### src/rtl/core/tked_pkg.sv
package tked_pkg;

   // Byte values used by the escape forms.
   localparam logic [7:0] ESC_BYTE   = 8'h1b;
   localparam logic [7:0] CH_LBRACK  = 8'h5b;
   localparam logic [7:0] CH_TILDE   = 8'h7e;
   localparam logic [7:0] CH_UPPER_O = 8'h4f;
   localparam logic [7:0] CH_UPPER_A = 8'h41;
   localparam logic [7:0] CH_UPPER_B = 8'h42;
   localparam logic [7:0] CH_UPPER_C = 8'h43;
   localparam logic [7:0] CH_UPPER_D = 8'h44;
   localparam logic [7:0] CH_UPPER_F = 8'h46;
   localparam logic [7:0] CH_UPPER_H = 8'h48;
   localparam logic [7:0] CH_UPPER_P = 8'h50;
   localparam logic [7:0] CH_UPPER_S = 8'h53;
   localparam logic [7:0] CH_DIGIT_0 = 8'h30;
   localparam logic [7:0] CH_DIGIT_1 = 8'h31;
   localparam logic [7:0] CH_DIGIT_2 = 8'h32;
   localparam logic [7:0] CH_DIGIT_3 = 8'h33;
   localparam logic [7:0] CH_DIGIT_4 = 8'h34;
   localparam logic [7:0] CH_DIGIT_5 = 8'h35;
   localparam logic [7:0] CH_DIGIT_7 = 8'h37;
   localparam logic [7:0] CH_DIGIT_8 = 8'h38;
   localparam logic [7:0] CH_DIGIT_9 = 8'h39;
   localparam logic [7:0] CH_PRINT_LO = 8'h20;
   localparam logic [7:0] CH_PRINT_HI = 8'h7e;

   // Event kinds.
   localparam logic [1:0] KIND_PLAIN   = 2'd0;
   localparam logic [1:0] KIND_ESCAPE  = 2'd1;
   localparam logic [1:0] KIND_ALT     = 2'd2;
   localparam logic [1:0] KIND_SPECIAL = 2'd3;

   // Special key indexes.
   localparam logic [7:0] KEY_UP     = 8'd0;
   localparam logic [7:0] KEY_DOWN   = 8'd1;
   localparam logic [7:0] KEY_RIGHT  = 8'd2;
   localparam logic [7:0] KEY_LEFT   = 8'd3;
   localparam logic [7:0] KEY_HOME   = 8'd4;
   localparam logic [7:0] KEY_END    = 8'd5;
   localparam logic [7:0] KEY_INSERT = 8'd6;
   localparam logic [7:0] KEY_DELETE = 8'd7;
   localparam logic [7:0] KEY_PGUP   = 8'd8;
   localparam logic [7:0] KEY_PGDOWN = 8'd9;
   localparam logic [7:0] KEY_F0     = 8'd10;

   localparam int WIN_MAX = 5;
   localparam logic [2:0] WIN_FULL = 3'd5;

   // One decode job handed from the front to the back.
   typedef struct packed {
      logic [4:0][7:0] win;
      logic [2:0]      n;
      logic            last;
      logic            report;
   } job_type;

   // Completion report of a job whose leftover bytes the front must hold.
   typedef struct packed {
      logic            valid;
      logic [2:0]      count;
      logic [3:0][7:0] bytes;
   } done_type;

   // Result of decoding one escape window.
   typedef struct packed {
      logic [1:0] kind;
      logic [7:0] code;
      logic [2:0] len;
   } dec_type;

   // ESC [ d ~ for d from '1' to '8'.
   function automatic logic [7:0] tilde_one(input logic [2:0] idx);
      logic [7:0] k;
      unique case (idx)
         3'd0: k = KEY_HOME;
         3'd1: k = KEY_INSERT;
         3'd2: k = KEY_DELETE;
         3'd3: k = KEY_END;
         3'd4: k = KEY_PGUP;
         3'd5: k = KEY_PGDOWN;
         3'd6: k = KEY_HOME;
         default: k = KEY_END;
      endcase
      return k;
   endfunction

   // Decodes a window that starts with ESC; s is the number of bytes present.
   function automatic dec_type decode_window(input logic [4:0][7:0] v, input logic [2:0] s);
      dec_type d;
      logic    hit;
      logic [7:0] dd;
      d.kind = KIND_ESCAPE;
      d.code = ESC_BYTE;
      d.len  = 3'd1;
      hit    = 1'b0;
      dd     = 8'd0;
      if (s >= 3'd3) begin
         if (v[1] == CH_DIGIT_1 || v[1] == CH_UPPER_O) begin
            if (v[2] >= CH_UPPER_P && v[2] <= CH_UPPER_S) begin
               hit    = 1'b1;
               d.kind = KIND_SPECIAL;
               d.code = KEY_F0 + 8'd1 + (v[2] - CH_UPPER_P);
               d.len  = 3'd3;
            end
         end else if (v[1] == CH_LBRACK) begin
            if (s >= 3'd4 && v[3] == CH_TILDE && v[2] >= CH_DIGIT_1 && v[2] <= CH_DIGIT_8) begin
               hit    = 1'b1;
               d.kind = KIND_SPECIAL;
               d.code = tilde_one(3'(v[2] - CH_DIGIT_1));
               d.len  = 3'd4;
            end
            // Two-digit tilde form gives the function keys.
            if (!hit && s >= 3'd5 && v[4] == CH_TILDE) begin
               if (v[2] == CH_DIGIT_1) begin
                  if (v[3] >= CH_DIGIT_0 && v[3] <= CH_DIGIT_5) begin
                     hit = 1'b1;
                     dd  = KEY_F0 + (v[3] - CH_DIGIT_0);
                  end else if (v[3] >= CH_DIGIT_7 && v[3] <= CH_DIGIT_9) begin
                     hit = 1'b1;
                     dd  = KEY_F0 + 8'd6 + (v[3] - CH_DIGIT_7);
                  end
               end else if (v[2] == CH_DIGIT_2) begin
                  hit = 1'b1;
                  unique case (v[3])
                     CH_DIGIT_0: dd = KEY_F0 + 8'd9;
                     CH_DIGIT_1: dd = KEY_F0 + 8'd10;
                     CH_DIGIT_3: dd = KEY_F0 + 8'd11;
                     CH_DIGIT_4: dd = KEY_F0 + 8'd12;
                     default:    hit = 1'b0;
                  endcase
               end
               if (hit) begin
                  d.kind = KIND_SPECIAL;
                  d.code = dd;
                  d.len  = 3'd5;
               end
            end
            // Letter forms.
            if (!hit) begin
               hit = 1'b1;
               unique case (v[2])
                  CH_UPPER_A: d.code = KEY_UP;
                  CH_UPPER_B: d.code = KEY_DOWN;
                  CH_UPPER_C: d.code = KEY_RIGHT;
                  CH_UPPER_D: d.code = KEY_LEFT;
                  CH_UPPER_F: d.code = KEY_END;
                  CH_UPPER_H: d.code = KEY_HOME;
                  default:    hit = 1'b0;
               endcase
               if (hit) begin
                  d.kind = KIND_SPECIAL;
                  d.len  = 3'd3;
               end
            end
         end
      end
      // No match: alt plus a printable second byte, else a lone escape.
      if (!hit && s >= 3'd2 && v[1] >= CH_PRINT_LO && v[1] <= CH_PRINT_HI) begin
         d.kind = KIND_ALT;
         d.code = v[1];
         d.len  = 3'd2;
      end
      return d;
   endfunction

endpackage

### src/rtl/core/terminal_key_escape_decoder.sv
// Each accepted window is pushed as a job into the queue; the back end loads it and registers
// its events on rsp, each a plain byte or a decoded window, while the front takes new bytes.
// A full window that is not at the buffer end stalls req until the back end finishes it.
// Reset is synchronous and active high; it empties the queue, the held window and rsp.
module terminal_key_escape_decoder (
   input  logic       clock,
   input  logic       reset,
   input  logic       req_tvalid,
   output logic       req_tready,
   input  logic [7:0] req_tdata,   // in_byte
   input  logic       req_tlast,   // buffer_end
   output logic       rsp_tvalid,
   input  logic       rsp_tready,
   output logic [7:0] rsp_tdata,   // key_code
   output logic [1:0] rsp_tuser,   // key_kind
   output logic       rsp_tlast    // run_last
);

   logic               push_valid;
   logic               push_ready;
   tked_pkg::job_type  push_job;
   logic               job_valid;
   logic               job_ready;
   tked_pkg::job_type  job;
   tked_pkg::done_type done;

   tked_front u_front (
      .clock      (clock),
      .reset      (reset),
      .req_tvalid (req_tvalid),
      .req_tready (req_tready),
      .req_tdata  (req_tdata),
      .req_tlast  (req_tlast),
      .push_valid (push_valid),
      .push_job   (push_job),
      .push_ready (push_ready),
      .done       (done)
   );

   tked_queue u_queue (
      .clock     (clock),
      .reset     (reset),
      .in_valid  (push_valid),
      .in_ready  (push_ready),
      .in_job    (push_job),
      .out_valid (job_valid),
      .out_ready (job_ready),
      .out_job   (job)
   );

   tked_back u_back (
      .clock      (clock),
      .reset      (reset),
      .job_valid  (job_valid),
      .job_ready  (job_ready),
      .job        (job),
      .done       (done),
      .rsp_tvalid (rsp_tvalid),
      .rsp_tready (rsp_tready),
      .rsp_tdata  (rsp_tdata),
      .rsp_tuser  (rsp_tuser),
      .rsp_tlast  (rsp_tlast)
   );

endmodule

### src/rtl/core/tked_front.sv
module tked_front (
   input  logic                clock,
   input  logic                reset,
   input  logic                req_tvalid,
   output logic                req_tready,
   input  logic [7:0]          req_tdata,   // in_byte
   input  logic                req_tlast,   // buffer_end
   output logic                push_valid,
   output tked_pkg::job_type   push_job,
   input  logic                push_ready,
   input  tked_pkg::done_type  done
);

   logic [3:0][7:0] pend_bytes_ff, pend_bytes_in;
   logic [2:0]      pend_count_ff, pend_count_in;
   logic            wait_ff, wait_in;
   logic            accept;
   logic            hold;
   logic [2:0]      n;

   // Accept only while no held window waits on the back end and the queue has room.
   assign req_tready = !wait_ff && push_ready;
   assign accept     = req_tvalid && req_tready;
   assign n          = pend_count_ff + 3'd1;

   // A window keeps collecting until it is full or the buffer ends; a plain byte with nothing held goes alone.
   assign hold = !((pend_count_ff == 3'd0 && req_tdata != tked_pkg::ESC_BYTE) ||
                   n == tked_pkg::WIN_FULL || req_tlast);

   // Build the job window from the held bytes plus the new item.
   always_comb begin
      for (int i = 0; i < tked_pkg::WIN_MAX; i++) begin
         if (3'(i) < pend_count_ff) begin
            push_job.win[i] = pend_bytes_ff[2'(i)];
         end else if (3'(i) == pend_count_ff) begin
            push_job.win[i] = req_tdata;
         end else begin
            push_job.win[i] = 8'd0;
         end
      end
      push_job.n      = n;
      push_job.last   = req_tlast;
      push_job.report = !req_tlast && n == tked_pkg::WIN_FULL;
   end

   assign push_valid = accept && !hold;

   // Pending window and wait flag.
   always_comb begin
      pend_bytes_in = pend_bytes_ff;
      pend_count_in = pend_count_ff;
      wait_in       = wait_ff;
      if (accept) begin
         if (hold) begin
            pend_bytes_in[pend_count_ff[1:0]] = req_tdata;
            pend_count_in = n;
         end else begin
            pend_count_in = 3'd0;
            wait_in       = push_job.report;
         end
      end else if (wait_ff && done.valid) begin
         pend_bytes_in = done.bytes;
         pend_count_in = done.count;
         wait_in       = 1'b0;
      end
   end

   always_ff @(posedge clock) begin
      if (reset) begin
         pend_count_ff <= 3'd0;
         wait_ff       <= 1'b0;
      end else begin
         pend_count_ff <= pend_count_in;
         wait_ff       <= wait_in;
      end
   end

   always_ff @(posedge clock) begin
      pend_bytes_ff <= pend_bytes_in;
   end

endmodule

### src/rtl/core/tked_queue.sv
module tked_queue (
   input  logic               clock,
   input  logic               reset,
   input  logic               in_valid,
   output logic               in_ready,
   input  tked_pkg::job_type  in_job,
   output logic               out_valid,
   input  logic               out_ready,
   output tked_pkg::job_type  out_job
);

   tked_pkg::job_type head_ff, head_in, tail_ff, tail_in;
   logic              head_valid_ff, head_valid_in;
   logic              tail_valid_ff, tail_valid_in;
   logic              push;
   logic              pop;

   assign in_ready  = !tail_valid_ff;
   assign out_valid = head_valid_ff;
   assign out_job   = head_ff;
   assign push      = in_valid && !tail_valid_ff;
   assign pop       = out_ready && head_valid_ff;

   // Two-entry shift queue: the head slot is always the oldest item.
   always_comb begin
      head_in       = head_ff;
      tail_in       = tail_ff;
      head_valid_in = head_valid_ff;
      tail_valid_in = tail_valid_ff;
      if (pop) begin
         if (tail_valid_ff) begin
            head_in = tail_ff;
            if (push) begin
               tail_in = in_job;
            end else begin
               tail_valid_in = 1'b0;
            end
         end else if (push) begin
            head_in = in_job;
         end else begin
            head_valid_in = 1'b0;
         end
      end else if (push) begin
         if (!head_valid_ff) begin
            head_in       = in_job;
            head_valid_in = 1'b1;
         end else begin
            tail_in       = in_job;
            tail_valid_in = 1'b1;
         end
      end
   end

   always_ff @(posedge clock) begin
      if (reset) begin
         head_valid_ff <= 1'b0;
         tail_valid_ff <= 1'b0;
      end else begin
         head_valid_ff <= head_valid_in;
         tail_valid_ff <= tail_valid_in;
      end
   end

   always_ff @(posedge clock) begin
      head_ff <= head_in;
      tail_ff <= tail_in;
   end

endmodule

### src/rtl/core/tked_back.sv
module tked_back (
   input  logic               clock,
   input  logic               reset,
   input  logic               job_valid,
   output logic               job_ready,
   input  tked_pkg::job_type  job,
   output tked_pkg::done_type done,
   output logic               rsp_tvalid,
   input  logic               rsp_tready,
   output logic [7:0]         rsp_tdata,   // key_code
   output logic [1:0]         rsp_tuser,   // key_kind
   output logic               rsp_tlast    // run_last
);

   tked_pkg::job_type cur_ff, cur_in;
   logic              busy_ff, busy_in;
   logic [2:0]        pos_ff, pos_in;
   logic              rsp_valid_ff, rsp_valid_in;
   logic [7:0]        rsp_code_ff, rsp_code_in;
   logic [1:0]        rsp_kind_ff, rsp_kind_in;
   logic              rsp_last_ff, rsp_last_in;

   logic [4:0][7:0]   v;
   logic [2:0]        s;
   tked_pkg::dec_type d;
   logic [1:0]        ev_kind;
   logic [7:0]        ev_code;
   logic [2:0]        ev_len;
   logic [2:0]        new_pos;
   logic [7:0]        next_byte;
   logic              rem_hold;
   logic              ev_last;
   logic              step;
   logic [3:0]        idx;
   logic [3:0]        done_idx;

   assign job_ready = !busy_ff;
   assign step      = busy_ff && (!rsp_valid_ff || rsp_tready);

   // Window seen from the current position.
   always_comb begin
      for (int i = 0; i < tked_pkg::WIN_MAX; i++) begin
         idx = {1'b0, pos_ff} + 4'(i);
         if (idx < 4'(tked_pkg::WIN_MAX)) begin
            v[i] = cur_ff.win[idx[2:0]];
         end else begin
            v[i] = 8'd0;
         end
      end
      s = cur_ff.n - pos_ff;
      d = tked_pkg::decode_window(v, s);
   end

   // One event per step: a plain byte or a decoded escape form.
   always_comb begin
      if (v[0] != tked_pkg::ESC_BYTE) begin
         ev_kind = tked_pkg::KIND_PLAIN;
         ev_code = v[0];
         ev_len  = 3'd1;
      end else begin
         ev_kind = d.kind;
         ev_code = d.code;
         ev_len  = d.len;
      end
      new_pos = pos_ff + ev_len;
      if (new_pos < 3'(tked_pkg::WIN_MAX)) begin
         next_byte = cur_ff.win[new_pos];
      end else begin
         next_byte = 8'd0;
      end
      // A later ESC is kept for the next window when the buffer goes on.
      rem_hold = new_pos < cur_ff.n && next_byte == tked_pkg::ESC_BYTE && !cur_ff.last;
      ev_last  = new_pos >= cur_ff.n || rem_hold;
   end

   // Leftover bytes go back to the front when a full-window job that is not at the buffer end ends.
   always_comb begin
      done.valid = step && ev_last && cur_ff.report;
      done.count = rem_hold ? (cur_ff.n - new_pos) : 3'd0;
      for (int j = 0; j < 4; j++) begin
         done_idx = {1'b0, new_pos} + 4'(j);
         if (done_idx < 4'(tked_pkg::WIN_MAX)) begin
            done.bytes[j] = cur_ff.win[done_idx[2:0]];
         end else begin
            done.bytes[j] = 8'd0;
         end
      end
   end

   // Job sequencing and output register.
   always_comb begin
      cur_in       = cur_ff;
      busy_in      = busy_ff;
      pos_in       = pos_ff;
      rsp_valid_in = rsp_valid_ff && !rsp_tready;
      rsp_code_in  = rsp_code_ff;
      rsp_kind_in  = rsp_kind_ff;
      rsp_last_in  = rsp_last_ff;
      if (!busy_ff) begin
         if (job_valid) begin
            cur_in  = job;
            busy_in = 1'b1;
            pos_in  = 3'd0;
         end
      end else if (step) begin
         rsp_valid_in = 1'b1;
         rsp_code_in  = ev_code;
         rsp_kind_in  = ev_kind;
         rsp_last_in  = ev_last;
         pos_in       = new_pos;
         busy_in      = !ev_last;
      end
   end

   always_ff @(posedge clock) begin
      if (reset) begin
         busy_ff      <= 1'b0;
         rsp_valid_ff <= 1'b0;
      end else begin
         busy_ff      <= busy_in;
         rsp_valid_ff <= rsp_valid_in;
      end
   end

   always_ff @(posedge clock) begin
      cur_ff      <= cur_in;
      pos_ff      <= pos_in;
      rsp_code_ff <= rsp_code_in;
      rsp_kind_ff <= rsp_kind_in;
      rsp_last_ff <= rsp_last_in;
   end

   assign rsp_tvalid = rsp_valid_ff;
   assign rsp_tdata  = rsp_code_ff;
   assign rsp_tuser  = rsp_kind_ff;
   assign rsp_tlast  = rsp_last_ff;

`ifndef SYNTHESIS
   // The position never runs past the bytes of the job.
   a_pos_in_range: assert property (@(posedge clock) disable iff (reset)
      busy_ff |-> pos_ff < cur_ff.n)
      else $error("decode position past end of job");

   // Leftover bytes are only reported for a full window.
   a_done_report: assert property (@(posedge clock) disable iff (reset)
      done.valid |-> (cur_ff.report && done.count <= 3'd4))
      else $error("bad completion report");

   // An event that is not the last keeps the job running.
   a_not_last_busy: assert property (@(posedge clock) disable iff (reset)
      (step && !ev_last) |=> (busy_ff && rsp_tvalid && !rsp_tlast))
      else $error("job ended without a last event");

   // The last event of a job frees the back end.
   a_load_idle: assert property (@(posedge clock) disable iff (reset)
      (step && ev_last) |=> !busy_ff)
      else $error("job still busy after its last event");
`endif

endmodule
### config.mk
export PLATFORM = sky130hd
export DESIGN_NAME = terminal_key_escape_decoder
export DESIGN_NICKNAME = d
export VERILOG_FILES = /design/src/rtl/core/tked_pkg.sv /design/src/rtl/core/terminal_key_escape_decoder.sv /design/src/rtl/core/tked_front.sv /design/src/rtl/core/tked_queue.sv /design/src/rtl/core/tked_back.sv
export SDC_FILE = /design/constraint.sdc
export NUM_CORES = 1
export LEC_CHECK = 0
export BUFFER_PORTS_ARGS = -buffer_cell sky130_fd_sc_hd__buf_2
export CORE_UTILIZATION = 64
export CTS_CLUSTER_SIZE = 40
export DETAILED_ROUTE_END_ITERATION = 12
export PLACE_DENSITY_LB_ADDON = 0.15
export SLEW_MARGIN = 20
export SYNTH_ARGS = -nofsm -noshare
export SYNTH_HDL_FRONTEND = slang
export SYNTH_SLANG_ARGS = --single-unit
### constraint.sdc
create_clock -name clock -period 9.85 [get_ports clock]
set_clock_uncertainty 0.2 [all_clocks]
set_input_delay 0.985 -clock clock [delete_from_list [all_inputs] [get_ports clock]]
set_output_delay 0.985 -clock clock [all_outputs]
set_load 0.01 [all_outputs]
======== Word-level counts from Yosys, hierarchy flattened ========
Index checks and enable logic that the tools add are counted.
W data, S select, Z words.
word-level totals
  bits in read-only memories .............. 0
  output and inout port bits .............. 13
  register bits ........................... 189
  word-level logic and storage cells ...... 323
  memories ................................ 0
  RAM bits ................................ 0
  bits of input ports ..................... 13
  latch bits .............................. 0
cells by class
  order comparisons ....................... 42
  div/mod/pow operators ................... 0
  multiply operators ...................... 0
  add/sub/neg operators ................... 18
  shift operators ......................... 0
  reductions and logical operators ........ 61
  bitwise logic cells ..................... 1
  multiplexer cells ....................... 124
  equality and inequality tests ........... 38
operators with widths
  operator               count
  $mux W45               9
  $mux W8                35
  $bmux W8 S3            9
  $mux W13               9
  $mux W32               3
  $eq A8 B7 Y1 const B   10
  $eq A8 B6 Y1 const B   7
  $pmux W8 S6            1
  $mux W1                44
  $lt A3 B4 Y1 const B   9
  $bwmux W32             1
  $ge A8 B6 Y1 const B   4
  $lt A4 B3 Y1 const B   7
  $mux W3                9
  $logic_and A1 B1 Y1    26
  $le A8 B6 Y1 const B   3
  $pmux W4 S5            1
  $pmux W5 S4            1
  $add A3 B2 Y4 const B  4
  $add A4 B8 Y8 const A  2
  $demux W8 S2           1
  $le A8 B7 Y1 const B   2
  $ne A8 B5 Y1 const B   2
  $sub A8 B6 Y8 const B  2
  40 further kinds       83

======== Longest topological paths before layout ========
Gate-level depths: netlist of run 1.
  word-level depth ........................ 50
  gate-level depth with buffers ........... 37
  gate-level depth less buffers ........... 32

======== Cells and area by module ========
From an unflattened synthesis of run 1, not the netlist that was laid out.
second synthesis, totals
  cells, all modules ...................... 1,144
  area total of the unflattened synthesis .. 12,079.1 um^2
modules (own cells, without submodules)
  module      times used  cells each  seq. area each (um^2)  area an instance (um^2)
  tked_back   1           779         1,811.7                7,119.3
  tked_queue  1           155         2,742.6                3,420.8
  tked_front  1           210         560.5                  1,539.0

======== Worst setup path after synthesis of run 1 ========
OpenSTA, ideal clock, no wires.
  path kind ............................... register to register
  start point ............................. register u_back.pos_ff[1]
  end point ............................... register u_front.pend_bytes_ff[0] (netlist name) (enable)
  data required time ...................... 9.324 ns
  period minus slack after synthesis ...... 7.498 ns
  library setup time ...................... 0.326 ns
  arrival time ............................ 6.973 ns
  setup slack ............................. 2.352 ns
  cell stages (with the launch flop) ...... 37
  buffers on the path ..................... 5
  cells stage by stage .................... edfxtp_1 buf_4 buf_6 inv_1 ha_1 ha_1 buf_2 buf_6 nor2_1 o2bb2ai_1 a22oi_1 nor2_1 inv_1 ha_1 nor2_1 inv_1 a211o_1 nand3_1 nor2_1 o31ai_1 o211ai_1 a21bo_2 o31ai_1 nand3_1 ha_1 fa_1 xor2_1 and4_1 a221oi_4 nand2_2 buf_2 ha_1 o21ai_0 inv_1 o21ai_0 o31a_1 a21o_1
between the ends
  cells in the longest elaborated chain, start to end .. 46
  elaborated cells between the ends (all ways) .. 127
  those cells by class .................... add/sub (6); order compare (22); eq/ne (19); mux (56); reduce/logical (24)
RTL lines
  item                                                   line              RTL
  start, declared                                        tked_back.sv:17   logic [2:0] pos_ff, pos_in;
  start signal, assigned                                 tked_back.sv:127  pos_ff <= pos_in;
  branches (longest 33 deep; another with $ge A8 B6 Y1)  n/a
  $add A3 B3 Y3 *                                        tked_back.sv:65   new_pos = pos_ff + ev_len;
  $bmux W8 S3                                            tked_back.sv:67   next_byte = cur_ff.win[new_pos];
  $mux W8 (not written as such)                          tked_back.sv:67
  $mux W8                                                tked_back.sv:66   if (new_pos < 3'(tked_pkg::WIN_MAX)) begin
  $eq A8 B5 Y1                                           tked_back.sv:72   rem_hold = new_pos < cur_ff.n && next_byte == tked_pkg::ESC_BYTE && !cur_ff.last;
  $logic_and A1 B1 Y1 (2 in series)                      tked_back.sv:72
  $logic_or A1 B1 Y1 *                                   tked_back.sv:73   ev_last = new_pos >= cur_ff.n || rem_hold;
  $logic_and A1 B1 Y1 * (2 in series)                    tked_back.sv:78   done.valid = step && ev_last && cur_ff.report;
  $logic_and A1 B1 Y1 *                                  tked_front.sv:61  end else if (wait_ff && done.valid) begin
  $reduce_bool A2 Y1 (no line) *                         n/a
  $reduce_and A2 Y1 (no line) *                          n/a
  end signal, assigned                                   tked_front.sv:79  pend_bytes_ff <= pend_bytes_in;
  end, declared                                          tked_front.sv:14  logic [3:0][7:0] pend_bytes_ff, pend_bytes_in;
Every way passes the cells marked *. The select of a mux whose other input is x is not followed.
A chain may end at the register's enable or synchronous reset.

======== Final worst setup path of run 1 ========
  start point ............................. register u_back.pos_ff[0]
  end point ............................... register u_front.pend_bytes_ff[15] (netlist name) (enable)
Same word-level chain as after synthesis.

==> impl_metrics.yaml, run 1 <==
final_layout:
  syn2layout_area_growth_pct: 6.63
  final_nets: 1057
  drive_above_1_share_pct: 16.3
  final_util_pct: 70.6
  final_common_cell: "edfxtp_1"
  layout_common_cells: "edfxtp_1, nand2_1, nor2_1"
clock_network:
  post_cts_resized: 0
  numCtsBuffers: 17
  clockBufferDepth: 2
  cts_tree: "built"
  clk_pin_slew_worst_paths_ns: 0.07
  clk_latency_ns: 0.43
  htree_levels: 4
  ctsHoldBuffers: 0
  cts_setup_buffers: 0
  clock_sinks: 173
  cts_root_buf: "clkbuf_16"
logic_synthesis:
  synth-async-reset-ratio_pct: 0
  synth_top_area_share_pct: 44.6
  synth.cell_area_sq_um: 11100
  yosys-top-cells-area: "edfxtp_1, mux4_2, mux2_2"
  synth_edf_count: 165
  ys_seq_elements: 173
  synth_top_area_cell: "edfxtp_1"
  yosysUniqueCellTypes: 89
  syn-instance-count: 1018
  syn-num-nets: 1063
  yosysWarnings: 0
  avgSynthCellArea_sq_um: 10.9
  synthFlopType: "edfxtp_1"
  seq_area_frac_synth_pct: 46.1
sta:
  setup_violations: 0
  rsz0062_at_grt: "no"
  tightest_slew_ns: 1.03
  setup_tns_ns: 0
  min_period_ns: 8.58
  fmax_ghz: 0.117
  min_period_over_period_pct: 87.1
  fin_ws_ns: 1.27
  hold_violations: 0
  max_slew_margin_pct: 31.0
  finalMaxSlewViolations: 0
  finalHoldWorstSlack_ns: 0.217
flow_run:
  drv_cap: 0
worst_setup_path:
  r2r_end: "u_front.pend_bytes_ff[15]$_DFFE_PP_"
  r2r_cells: 31
  end_kind: "flip-flop"
  cp_max_fo: 26
  criticalPathCategory: "reg2reg"
  ff2ff_setup_slack_ns: 1.27
  slowest_stage: "a221oi_4"
  max_stage_delay_ns: 0.54
  cp_data_required_time_ns: 9.74
  cp_common_cell: "ha_1"
  cp-start-kind: "flip-flop"
  cp.arrival_ns: 8.47
  r2r_start: "u_back.pos_ff[0]$_SDFFCE_PN0P_"
grt:
  grt_max_degree: 69
  grt_pass1_vias: 8276
  grt_first_pass_wirelength_mm: 47.3
  groute.usage.overall_pct: 35.8
  grt_remaining_overflow: 0
  grt_antenna_before_repair: 1
routing:
  post_drt_wl_per_cell_um: 25.0
  viasPerCell: 7.10
  num_vias: 8834
  firstDrtPassIters: 6
  drt_iter0_drc: 1188
  drt-total-wl_mm: 31.1
  ant_nets: 0
  drc: 0
placed_design:
  io_buffers: 25
  post-place-ws_ns: 1.43
  gp_congestion: 0.970
  hpwl_mm: 21.1
min_path:
  hold_start: "u_queue.out_job[1]$_DFFE_PP_"
  min_path_type: "reg2reg"
  min_to: "u_back.cur_ff[1]$_DFFE_PP_"
  hold_path_depth: 0
floorplanning:
  die_area_sq_um: 17900
  io_pins: 26
  start_util_pct: 66.2
  coreArea_sq_um: 16800
  die_w_um: 134
  die_h_um: 134
  rows: 47
power_and_ir_drop:
  leakagePower_nw: 4.32
  power_per_cell_area_nw_per_um2: 178
  vdd_drop_max_uv: 136
status:
  status: "finished, final reports clean"
-- power breakdown --
group	switching (mW)	internal, mW	total [mW]	leakage, nW
sequential	0.0421	0.850	0.892	1.65
combinational	0.353	0.223	0.576	2.40
clock	0.290	0.351	0.641	0.268
-- cells in the mapped netlist (5+ instances only) --
cell and n:
mux2_2 44, nor2_1 63, a21oi_1 44, o31ai_1 7, edfxtp_1 165, o22ai_1 8
and3b_1 6, a22oi_1 5, clkbuf_1 29, a22o_1 11, o21ai_0 36, o211ai_1 16
dfxtp_1 8, buf_2 14, nor4bb_1 6, a221o_1 10, or2_2 7, buf_6 5
nand2_1 125, and3_1 9, nor3_1 10, nand4_1 11, a31oi_1 27, nor2b_1 11
ha_1 29, mux4_2 28, o2bb2ai_1 5, and2_1 36, nand2b_1 12, mux2i_1 30
inv_1 28, xor2_1 5, a21o_1 8, nor4_1 5, buf_4 6, nand3_1 44
or3_1 5
-- flip-flops by register name, indices dropped and copies added (netlist names), 2 cells and up --
register / flops
u_front.pend_count_ff: 3
u_queue.tail_ff: 45
u_back.pos_ff: 3
u_back.rsp_tuser: 2
u_back.rsp_tdata: 8
u_queue.out_job: 45
u_back.cur_ff: 45
u_front.pend_bytes_ff: 16
-- through the flow --
| step | cell area (sq um) | instances | power (mW) |
|---|---|---|---|
| floorplan | 11100 | 1018 | 1.33 |
| global placement | 11300 | 1213 | 1.46 |
| detailed placement | 11300 | 1213 | 1.46 |
| CTS | 11800 | 1244 | 2.10 |
| global route | 11800 | 1244 | 2.18 |
| finish | 11800 | 1245 | 2.11 |
-- routing by layer --
layer	routed length (um)	vias to the layer above	global-route usage [%]
met2	14200	622	54.3
li1	-	3900	-
met3	3420	141	9.13
met4	1670	0	20.3
met1	11800	4171	46.9
met5	0	-	0
-- worst max-delay path by stage --
stage               depth (start not counted)                      startpoint                                   to
global placement                           31  u_back.pos_ff[0]$_SDFFCE_PN0P_  u_front.pend_bytes_ff[12]$_DFFE_PP_
global route                               31  u_back.pos_ff[0]$_SDFFCE_PN0P_  u_front.pend_bytes_ff[15]$_DFFE_PP_
detailed placement                         30  u_back.pos_ff[0]$_SDFFCE_PN0P_  u_front.pend_bytes_ff[11]$_DFFE_PP_
floorplan                                  36  u_back.pos_ff[1]$_SDFFCE_PN0P_   u_front.pend_bytes_ff[0]$_DFFE_PP_
finish                                     31  u_back.pos_ff[0]$_SDFFCE_PN0P_  u_front.pend_bytes_ff[15]$_DFFE_PP_
CTS                                        30  u_back.pos_ff[0]$_SDFFCE_PN0P_  u_front.pend_bytes_ff[15]$_DFFE_PP_
-- worst max-delay path: cells and delay by family (launching register included) --
kind | cells | cell delay (ns)
AO/OA/AOI/OAI | 12 | 2.97
XOR/XNOR | 1 | 0.18
adder cells (fa/ha/maj) | 6 | 2.05
buffers and inverters | 4 | 0.64
flip-flops | 1 | 0.38
AND/OR/NAND/NOR | 8 | 1.81
-- cell families (layout without fill, tap and decap cells) --
logic type,after synthesis,count (layout),synth area share [%]
buffers and inverters,89,95,3.81
multiplexers,102,102,12.8
AND/OR/NAND/NOR,377,377,17.4
adder cells (fa/ha/maj),32,32,3.81
XOR/XNOR,9,9,0.710
flip-flops,173,173,46.1
other,0,1,0
AO/OA/AOI/OAI,236,236,15.4
-- cell type report --
cell class	instances	area, sq um
multi-input combinational	756	5580
fill	1218	4920
inverter	30	113
antenna	1	2.50
sequential	173	5110
clock inverter	14	130
tap	220	275
clock buffer	17	425
timing repair buffer	34	193
Note: power is estimated with default switching activity, not from simulation.
==> run 2: changes to the inputs <==
--- a/config.mk
+++ b/config.mk
@@ -6,7 +6,7 @@
 export NUM_CORES = 1
 export LEC_CHECK = 0
 export BUFFER_PORTS_ARGS = -buffer_cell sky130_fd_sc_hd__buf_2
-export CORE_UTILIZATION = 64
+export CORE_UTILIZATION = 55
 export CTS_CLUSTER_SIZE = 40
 export DETAILED_ROUTE_END_ITERATION = 12
 export PLACE_DENSITY_LB_ADDON = 0.15
==> run 2 against run 1 <==
  * Register-to-register slack worse by 0.11 ns
  * Sequential share of layout area down 0.54 points
  * Hold slack about the same
  * Combinational power about the same
  * Global-route usage down 3.8 points
  * Via count down 1.4%
  * Non-clock buffer count up 1
  * Critical endpoint is now u_front.pend_bytes_ff[10]$_DFFE_PP_
  * Largest power group unchanged
==> impl_metrics.yaml, run 2 (synthesis results as in run 1) <==
sta:
  setup_tns_ns: 0
  max_slew_margin_pct: 30.1
  hold_violations: 0
  rsz0062_at_grt: "no"
  setup_violations: 0
  fin_ws_ns: 1.16
  finalHoldWorstSlack_ns: 0.217
  fmax_ghz: 0.115
  finalMaxSlewViolations: 0
  min_period_ns: 8.69
  tightest_slew_ns: 1.05
  min_period_over_period_pct: 88.3
routing:
  ant_nets: 0
  firstDrtPassIters: 6
  post_drt_wl_per_cell_um: 24.4
  drc: 0
  drt-total-wl_mm: 31.6
  drt_iter0_drc: 961
  num_vias: 8710
  viasPerCell: 6.74
worst_setup_path:
  end_kind: "flip-flop"
  cp_data_required_time_ns: 9.74
  slowest_stage: "a221oi_4"
  ff2ff_setup_slack_ns: 1.16
  cp_max_fo: 26
  cp-start-kind: "flip-flop"
  cp_common_cell: "ha_1"
  r2r_start: "u_back.pos_ff[0]$_SDFFCE_PN0P_"
  cp.arrival_ns: 8.58
  r2r_end: "u_front.pend_bytes_ff[10]$_DFFE_PP_"
  r2r_cells: 31
  max_stage_delay_ns: 0.56
  criticalPathCategory: "reg2reg"
clock_network:
  ctsHoldBuffers: 0
  clk_latency_ns: 0.45
  clock_sinks: 173
  clk_pin_slew_worst_paths_ns: 0.08
  clockBufferDepth: 2
  numCtsBuffers: 17
  htree_levels: 4
  post_cts_resized: 0
  cts_setup_buffers: 0
  cts_root_buf: "clkbuf_16"
  cts_tree: "built"
min_path:
  min_path_type: "reg2reg"
  hold_path_depth: 0
  min_to: "u_back.cur_ff[29]$_DFFE_PP_"
  hold_start: "u_queue.out_job[29]$_DFFE_PP_"
placed_design:
  hpwl_mm: 21.7
  post-place-ws_ns: 1.42
  dp_cells: 1259
  io_buffers: 25
  dpl_cell_area_sq_um: 11300
  gp_congestion: 0.954
power_and_ir_drop:
  power.total_mw: 2.18
  power_per_cell_area_nw_per_um2: 182
  vdd_drop_max_uv: 127
  leakagePower_nw: 4.37
final_layout:
  final_common_cell: "edfxtp_1"
  instances_no_fill: 1292
  drive_above_1_share_pct: 16.8
  final_nets: 1058
  final_util_pct: 61.0
  syn2layout_area_growth_pct: 7.98
  fin_area_sq_um: 12000
  layout_common_cells: "edfxtp_1, nand2_1, nor2_1"
floorplanning:
  io_pins: 26
  die_h_um: 144
  start_util_pct: 56.5
  rows: 51
  die_area_sq_um: 20800
  coreArea_sq_um: 19700
  die_w_um: 144
grt:
  grt_pass1_vias: 8188
  grt_first_pass_wirelength_mm: 48.5
  grt_antenna_before_repair: 0
  grt_max_degree: 69
  groute.usage.overall_pct: 32.0
  grt_remaining_overflow: 0
flow_run:
  drv_cap: 0
status:
  status: "finished, final reports clean"
## run 2: power breakdown
group | switching (mW) | total, mW | internal, mW
Sequential | 0.0413 | 0.891 | 0.849
Combinational | 0.353 | 0.577 | 0.223
Clock | 0.341 | 0.713 | 0.372
## run 2: layout make-up
cell class	instances	area (sq um)
fillers	1679	7670
inverters	30	113
clock inverters	15	215
flip-flops and latches	173	5110
well taps	265	332
diodes	1	2.50
clock buffers	17	425
repair buffers	35	200
multi-input cells	756	5580
## run 2: how the worst max path moves through the flow
stage	depth (start not counted)	from	to
3_3_place_gp	31	u_back.pos_ff[0]$_SDFFCE_PN0P_	u_front.pend_bytes_ff[10]$_DFFE_PP_
2_1_floorplan	36	u_back.pos_ff[1]$_SDFFCE_PN0P_	u_front.pend_bytes_ff[0]$_DFFE_PP_
5_1_grt	30	u_back.pos_ff[0]$_SDFFCE_PN0P_	u_front.pend_bytes_ff[9]$_DFFE_PP_
6_report	31	u_back.pos_ff[0]$_SDFFCE_PN0P_	u_front.pend_bytes_ff[10]$_DFFE_PP_
4_1_cts	31	u_back.pos_ff[0]$_SDFFCE_PN0P_	u_front.pend_bytes_ff[14]$_DFFE_PP_
3_5_place_dp	31	u_back.pos_ff[0]$_SDFFCE_PN0P_	u_front.pend_bytes_ff[14]$_DFFE_PP_
## run 2: worst max-delay path: cells and delay by family (launching register included)
family                     cells  cell delay, ns
DFF                            1            0.39
buffers and inverters          4            0.68
and+or+nand+nor                8            1.84
xor gates and xnor gates       1            0.19
adders and majority gates      6            2.05
AOI/OAI and AO/OA             12            2.96
## run 2: layer usage
layer / vias up / track usage, % / wire [um]
li1: 3909 / - / -
met1: 4213 / 42.9 / 12900
met2: 477 / 50.6 / 14600
met3: 111 / 5.03 / 2650
met4: 0 / 16.1 / 1520
met5: - / 0 / 0
